### src/rtl/rv32ie_pkg.sv
// shared types and constants for the rv32i execute unit
// depends on nothing; used by rv32ie_exec and the top level
package rv32ie_pkg;

	// data memory size in words, a power of two
	localparam int unsigned MEM_WORDS = 65536;
	localparam int unsigned MEM_AW    = $clog2(MEM_WORDS);

	localparam logic [6:0] OPC_SYSTEM = 7'h73;
	localparam logic [6:0] OPC_AUIPC  = 7'h17;
	localparam logic [6:0] OPC_JAL    = 7'h6F;
	localparam logic [6:0] OPC_JALR   = 7'h67;
	localparam logic [6:0] OPC_STORE  = 7'h23;
	localparam logic [6:0] OPC_LOAD   = 7'h03;
	localparam logic [6:0] OPC_OPIMM  = 7'h13;
	localparam logic [6:0] OPC_OP     = 7'h33;
	localparam logic [6:0] OPC_LUI    = 7'h37;
	localparam logic [6:0] OPC_BRANCH = 7'h63;
	localparam logic [6:0] F7_ALT     = 7'b0100000;
	localparam logic [31:0] ECALL_WORD = 32'h0000_0073;

	localparam logic [2:0] F3_B  = 3'd0;
	localparam logic [2:0] F3_H  = 3'd1;
	localparam logic [2:0] F3_W  = 3'd2;

	// everything the execute stage decides for one instruction
	typedef struct packed {
		logic [31:0] npc;
		logic [4:0]  rd;
		logic [31:0] val;
		logic        wr;
		logic        ex;
		logic        unk;
		logic        ld;
		logic [1:0]  ld_size;
		logic [31:0] addr;
		logic        st;
		logic [3:0]  st_be;
		logic [31:0] st_data;
	} exec_t;

endpackage

### src/rtl/rv32ie_exec.sv
// decode, alu, branch and address logic for one rv32i instruction
// depends on rv32ie_pkg
module rv32ie_exec (
	input  logic [31:0]         instr,
	input  logic [31:0]         pc,
	input  logic [31:0]         a,
	input  logic [31:0]         b,
	input  logic [31:0]         x10,
	input  logic                halted,
	output rv32ie_pkg::exec_t   res
);

	function automatic logic [32:0] alu(input logic [2:0] f3, input logic [6:0] f7,
		input logic imm, input logic [31:0] x, input logic [31:0] y);
		logic [4:0]  sh;
		logic [31:0] r;
		logic        ok;
		sh = y[4:0];
		r  = '0;
		ok = 1'b1;
		case (f3)
			3'd0: begin
				if (imm || f7 == 7'd0) r = x + y;
				else if (f7 == rv32ie_pkg::F7_ALT) r = x - y;
				else ok = 1'b0;
			end
			3'd1: begin
				if (f7 != 7'd0) ok = 1'b0;
				else r = x << sh;
			end
			3'd2: begin
				if (!imm && f7 != 7'd0) ok = 1'b0;
				else r = {31'd0, $signed(x) < $signed(y)};
			end
			3'd3: begin
				if (!imm && f7 != 7'd0) ok = 1'b0;
				else r = {31'd0, x < y};
			end
			3'd4: begin
				if (!imm && f7 != 7'd0) ok = 1'b0;
				else r = x ^ y;
			end
			3'd5: begin
				if (f7 == 7'd0) r = x >> sh;
				else if (f7 == rv32ie_pkg::F7_ALT) r = 32'($signed(x) >>> sh);
				else ok = 1'b0;
			end
			3'd6: begin
				if (!imm && f7 != 7'd0) ok = 1'b0;
				else r = x | y;
			end
			default: begin
				if (!imm && f7 != 7'd0) ok = 1'b0;
				else r = x & y;
			end
		endcase
		return {ok, r};
	endfunction

	logic [6:0]  opc;
	logic [2:0]  f3;
	logic [6:0]  f7;
	logic [31:0] imm_i, imm_s, imm_b, imm_j, pc4, ea;
	logic [32:0] alu_r;
	logic        take;

	assign opc   = instr[6:0];
	assign f3    = instr[14:12];
	assign f7    = instr[31:25];
	assign imm_i = {{20{instr[31]}}, instr[31:20]};
	assign imm_s = {{20{instr[31]}}, instr[31:25], instr[11:7]};
	assign imm_b = {{20{instr[31]}}, instr[7], instr[30:25], instr[11:8], 1'b0};
	assign imm_j = {{12{instr[31]}}, instr[19:12], instr[20], instr[30:21], 1'b0};
	assign pc4   = pc + 32'd4;
	assign ea    = a + ((opc == rv32ie_pkg::OPC_STORE) ? imm_s : imm_i);

	always_comb begin
		res       = '0;
		res.npc   = pc4;
		res.rd    = instr[11:7];
		res.addr  = ea;
		alu_r     = '0;
		take      = 1'b0;
		case (opc)
			rv32ie_pkg::OPC_LUI: begin
				res.val = {instr[31:12], 12'd0};
				res.wr  = 1'b1;
			end
			rv32ie_pkg::OPC_AUIPC: begin
				res.val = pc + {instr[31:12], 12'd0};
				res.wr  = 1'b1;
			end
			rv32ie_pkg::OPC_JAL: begin
				res.val = pc4;
				res.wr  = 1'b1;
				res.npc = pc + imm_j;
			end
			rv32ie_pkg::OPC_JALR: begin
				if (f3 != 3'd0) res.unk = 1'b1;
				else begin
					res.val = pc4;
					res.wr  = 1'b1;
					res.npc = (a + imm_i) & ~32'd1;
				end
			end
			rv32ie_pkg::OPC_BRANCH: begin
				case (f3)
					3'd0: take = (a == b);
					3'd1: take = (a != b);
					3'd4: take = $signed(a) < $signed(b);
					3'd5: take = !($signed(a) < $signed(b));
					3'd6: take = (a < b);
					3'd7: take = (a >= b);
					default: res.unk = 1'b1;
				endcase
				if (take) res.npc = pc + imm_b;
			end
			rv32ie_pkg::OPC_LOAD: begin
				if (f3 == rv32ie_pkg::F3_B || f3 == rv32ie_pkg::F3_H ||
				    f3 == rv32ie_pkg::F3_W) begin
					res.wr      = 1'b1;
					res.ld      = 1'b1;
					res.ld_size = f3[1:0];
				end else res.unk = 1'b1;
			end
			rv32ie_pkg::OPC_STORE: begin
				case (f3)
					rv32ie_pkg::F3_B: begin
						res.st      = 1'b1;
						res.st_be   = 4'b0001 << ea[1:0];
						res.st_data = {4{b[7:0]}};
					end
					rv32ie_pkg::F3_H: begin
						res.st      = 1'b1;
						res.st_be   = ea[1] ? 4'b1100 : 4'b0011;
						res.st_data = {2{b[15:0]}};
					end
					rv32ie_pkg::F3_W: begin
						res.st      = 1'b1;
						res.st_be   = 4'b1111;
						res.st_data = b;
					end
					default: res.unk = 1'b1;
				endcase
			end
			rv32ie_pkg::OPC_OPIMM: begin
				if (f3 == 3'd1 || f3 == 3'd5) alu_r = alu(f3, f7, 1'b1, a, {27'd0, instr[24:20]});
				else alu_r = alu(f3, 7'd0, 1'b1, a, imm_i);
				res.val = alu_r[31:0];
				res.wr  = alu_r[32];
				res.unk = !alu_r[32];
			end
			rv32ie_pkg::OPC_OP: begin
				alu_r   = alu(f3, f7, 1'b0, a, b);
				res.val = alu_r[31:0];
				res.wr  = alu_r[32];
				res.unk = !alu_r[32];
			end
			rv32ie_pkg::OPC_SYSTEM: begin
				if (instr != rv32ie_pkg::ECALL_WORD) res.unk = 1'b1;
				else if (x10 == 32'd10) begin
					res.ex  = 1'b1;
					res.npc = pc;
				end
			end
			default: res.unk = 1'b1;
		endcase
		// writes to x0 vanish, and an instruction that does not write reports rd and value as zero
		if (!res.wr || res.rd == 5'd0) begin
			res.wr  = 1'b0;
			res.rd  = 5'd0;
			res.val = '0;
			res.ld  = 1'b0;
		end
		if (halted) begin
			res     = '0;
			res.npc = pc;
			res.ex  = 1'b1;
		end
	end

endmodule

### config.mk
export PLATFORM = sky130hd
export DESIGN_NAME = rv32ie_exec
export DESIGN_NICKNAME = d
export VERILOG_FILES = /design/src/rtl/rv32ie_pkg.sv /design/src/rtl/rv32ie_exec.sv
export SDC_FILE = /design/constraint.sdc
export NUM_CORES = 2
export LEC_CHECK = 0
export BUFFER_PORTS_ARGS = -buffer_cell sky130_fd_sc_hd__buf_2
export CORE_MARGIN = 2
export CORE_UTILIZATION = 50
export DETAILED_ROUTE_END_ITERATION = 10
export MAX_ROUTING_LAYER = met4
export PLACE_DENSITY_LB_ADDON = 0.2
export SYNTH_ARGS = -nofsm -noshare
export SYNTH_HDL_FRONTEND = slang
export SYNTH_SLANG_ARGS = --single-unit
### constraint.sdc
create_clock -name vclk -period 9.5
set_clock_uncertainty 0.15 [all_clocks]
set_input_delay 0.475 -clock vclk [all_inputs]
set_output_delay 0.475 -clock vclk [all_outputs]
set_load 0.005 [all_outputs]
## Word-level counts from Yosys, hierarchy flattened

Cells that the tools add are included.

| operators by class | value |
|---|---|
| add/subtract/negate cells | 9 |
| magnitude comparators | 7 |
| equal/unequal tests | 22 |
| shift-type cells | 7 |
| muxes and demuxes | 53 |
| bitwise gates (word level) | 9 |
| reduce and logical (&&, ||, !) cells | 17 |

Operator list:

| cell | number |
|---|---|
| $pmux 32 s7 | 3 |
| $mux 32 | 15 |
| $add 32x32->32 | 6 |
| $pmux 32 s6 | 1 |
| $mux 144 | 1 |
| $pmux 32 s4 | 1 |
| $pmux 37 s3 | 1 |
| $mux 33 | 3 |
| $lt 32x32->1 | 3 |
| $and 32x32->32 | 2 |
| $or 32x32->32 | 2 |
| $shl 32x5->32 | 2 |
| $shr 32x5->32 | 2 |
| $sshr 32x5->32 | 2 |
| $xor 32x32->32 | 2 |
| $mux 38 | 1 |
| $mux 37 | 1 |
| $add 32x3->32 const B | 1 |
| $add 32x5->32 | 1 |
| $and 32x5->32 | 1 |
| $eq 32x32->1 | 1 |
| $eq 32x4->1 const B | 1 |
| $ge 32x32->1 | 1 |
| $lt 32x12->1 | 1 |
| 33 further kinds | 69 |

| storage, ports and cells | value |
|---|---|
| register bits | 0 |
| input port bits | 161 |

## Longest topological paths before layout

| depth | value |
|---|---|
| depth in word-level cells | 11 |
| gate-level depth with buffers | 18 |

## Worst setup path before layout

No wires, ideal clock.

| timing path | value |
|---|---|
| path kind | input -> output |
| start | input instr[22] |
| end | output res[87] (netlist bit) |
| arrival | 4.365 ns |
| required time | 8.875 ns |
| setup slack | 4.510 ns |
| stages on the path | 16 |
| path buffers | 4 |
| cell sequence | inv_1 -> clkbuf_1 -> clkbuf_1 -> clkbuf_1 -> clkbuf_1 -> ha_1 -> a211oi_1 -> o21bai_1 -> a2111oi_0 -> nor3_1 -> a21bo_2 -> xor2_1 -> a222oi_1 -> o32ai_1 -> a221oi_1 -> nor2_1 |

RTL lines:

| what | RTL line | text |
|---|---|---|
| from (decl) | rv32ie_exec.sv:4 | `input logic [31:0] instr,` |
| to (decl) | rv32ie_exec.sv:10 | `output rv32ie_pkg::exec_t res` |

==> impl_metrics.yaml <==
worst_setup_path:
  cpMaxStageDelayCell: "clkinv_1"
  worst-path-stages: 15
  crit_fanout: 56
  critPathBufInv: 4
  endpoint: "res[134]"
  worstPathCellList: "buf_2 > buf_4 > clkinv_1 > ha_1 > nor3_1 > nand3b_1 > nor4_1 > nor3_1 > a31oi_1 > a21o_1 > o21ai_0 > nand2_1 > nand2_1 > a221o_1 > buf_2"
  critPathTopFamily: "compound AO/OA/AOI/OAI gates"
  crit_type: "in2out"
  end_kind: "primary output"
  arrival_ns: 6.00
  critical_path.max_stage_delay_ns: 0.80
  startpoint_type: "input port"
  cp-startpoint: "b[4]"
  crit_required_ns: 8.88
clocking:
  post_cts_resized: 0
  cts_setup_buffers: 0
  cts-hold-fix-buffers: 0
sta:
  worstMarginPinSlew_ns: 1.555
  finalHoldViolCount: 0
  finalMaxSlewViolations: 3
  fin_crit_sh: 0.6979
  rsz0062_at_grt: "false"
  setup_tns_ns: 0
  fin_crit_ns: 6.630
  maxSlewHeadroom: -0.03676
  fmax_mhz: 150.8
  setup_viol: 0
route:
  wl_per_cell_um: 32.95
  drtAntennaViolNets: 0
  drc: 0
  routed_wl_mm: 155.1
  initialDrtViolationCount: 6679
  vias: 35650
  dr.pass1.iters: 9
  viasPerCell: 7.572
grt:
  grt_pass1_vias: 31780
  track_usage: 0.5668
  antenna_found_initial: 8
  grt_max_degree: 78
  overflow: 0
  grt_pass1_wl_mm: 220.4
floorplan:
  die_area_um2: 53690
  die_height_um: 231.7
  start_util: 0.5054
  io_pins: 305
  fp.coreArea_um2: 51300
  rows: 83
  die_x_um: 231.7
logic_synthesis:
  syn-cell-area_um2: 25930
  yosysSeqAreaShare: 0
  synth.distinct_cells: 89
  yosys-top-cells-area: "ha_1, mux4_2, a21oi_1"
  syn_nets: 4397
  synth_top_area_share: 0.1308
  syn_avg_cell_area_um2: 6.551
  yosysTopAreaCell: "ha_1"
  ys_warn_count: 0
  netlist_instances: 3958
hold_path:
  hp-class: "in2out"
layout:
  clock_buffers: 0
  finalNetCount: 4459
  mostFrequentLayoutCell: "nor2_1"
  n_fill_cell: 5344
  syn2layout_area_growth_pct: 7.176
  regArea_um2: 0
  seq_cell_count: 0
  layout_common_cells: "nor2_1, a21oi_1, o21ai_0, nand2_1, buf_2"
  fin_cells: 4708
  drive_gt1_frac: 0.1483
placed_design:
  place_inst: 4697
  hpwl_mm: 117.4
  port_buffers: 305
  place.gp.congestion: 1.159
outcome:
  violations: "capacitance limit, slew limit"
  run_status: "finished with violations"
flow_run:
  cap_violations: 1
==> per-stage QoR <==
stage                     utilization  cell area [um2]  setup WS, ns  hold WS [ns]
after floorplan                     -            25930         4.510        0.8678
after global placement         0.5409            27750         3.416         1.126
after detailed placement       0.5409            27750         3.266         1.126
after CTS                      0.5409            27750         3.243         1.126
after global routing           0.5416            27780         2.872         1.138
final                          0.5417            27790         2.870         1.127
==> cell families (layout without fill, tap and decap cells) <==
kind of cell / count (synthesis) / in the layout / synth area share
and+or+nand+nor: 1283 / 1283 / 0.2229
adders and majority gates: 278 / 278 / 0.1362
buffers and inverters: 529 / 589 / 0.07876
other: 0 / 10 / 0
xor gates and xnor gates: 174 / 174 / 0.05878
muxes: 223 / 223 / 0.1380
AOI/OAI and AO/OA: 1471 / 1471 / 0.3654
==> Yosys cell counts (82+ instances only) <==
library cell,number
nor2_1,541
a21oi_1,435
o21ai_0,318
nand2_1,304
clkbuf_1,279
ha_1,271
inv_1,174
xnor2_1,127
mux4_2,104
nor3_1,102
mux2i_1,88
nand3_1,82
==> how the worst min path moves through the flow <==
stage             start        to  slack, ns  cells past startpoint
6_report       instr[8]  res[108]       1.13                      3
5_1_grt        instr[8]  res[108]       1.14                      3
4_1_cts        instr[8]  res[108]       1.13                      3
3_5_place_dp   instr[8]  res[108]       1.13                      3
3_3_place_gp   instr[8]  res[108]       1.13                      3
2_1_floorplan     pc[2]  res[114]       0.87                      1
==> tightest hold or removal path, delay by kind of cell <==
kind | cells | cell delay (ns)
simple gates | 1 | 0.12
buf+inv | 2 | 0.21
==> final cells by class <==
cell class	instances	area, um2	share of cell area
Tap cell	680	850.8	0.03062
Antenna cell	10	25.02	0.0009005
Timing Repair Buffer	407	2303	0.08289
Inverter	182	683.2	0.02458
Multi-Input combinational cell	3429	23930	0.8610
==> metal layers <==
layer | up-vias | track usage | wire, um
li1 | 14870 | - | -
met1 | 16220 | 0.6605 | 52460
met2 | 3579 | 0.7992 | 61630
met3 | 982 | 0.1849 | 24550
met4 | 0 | 0.4411 | 16490
met5 | - | - | 0
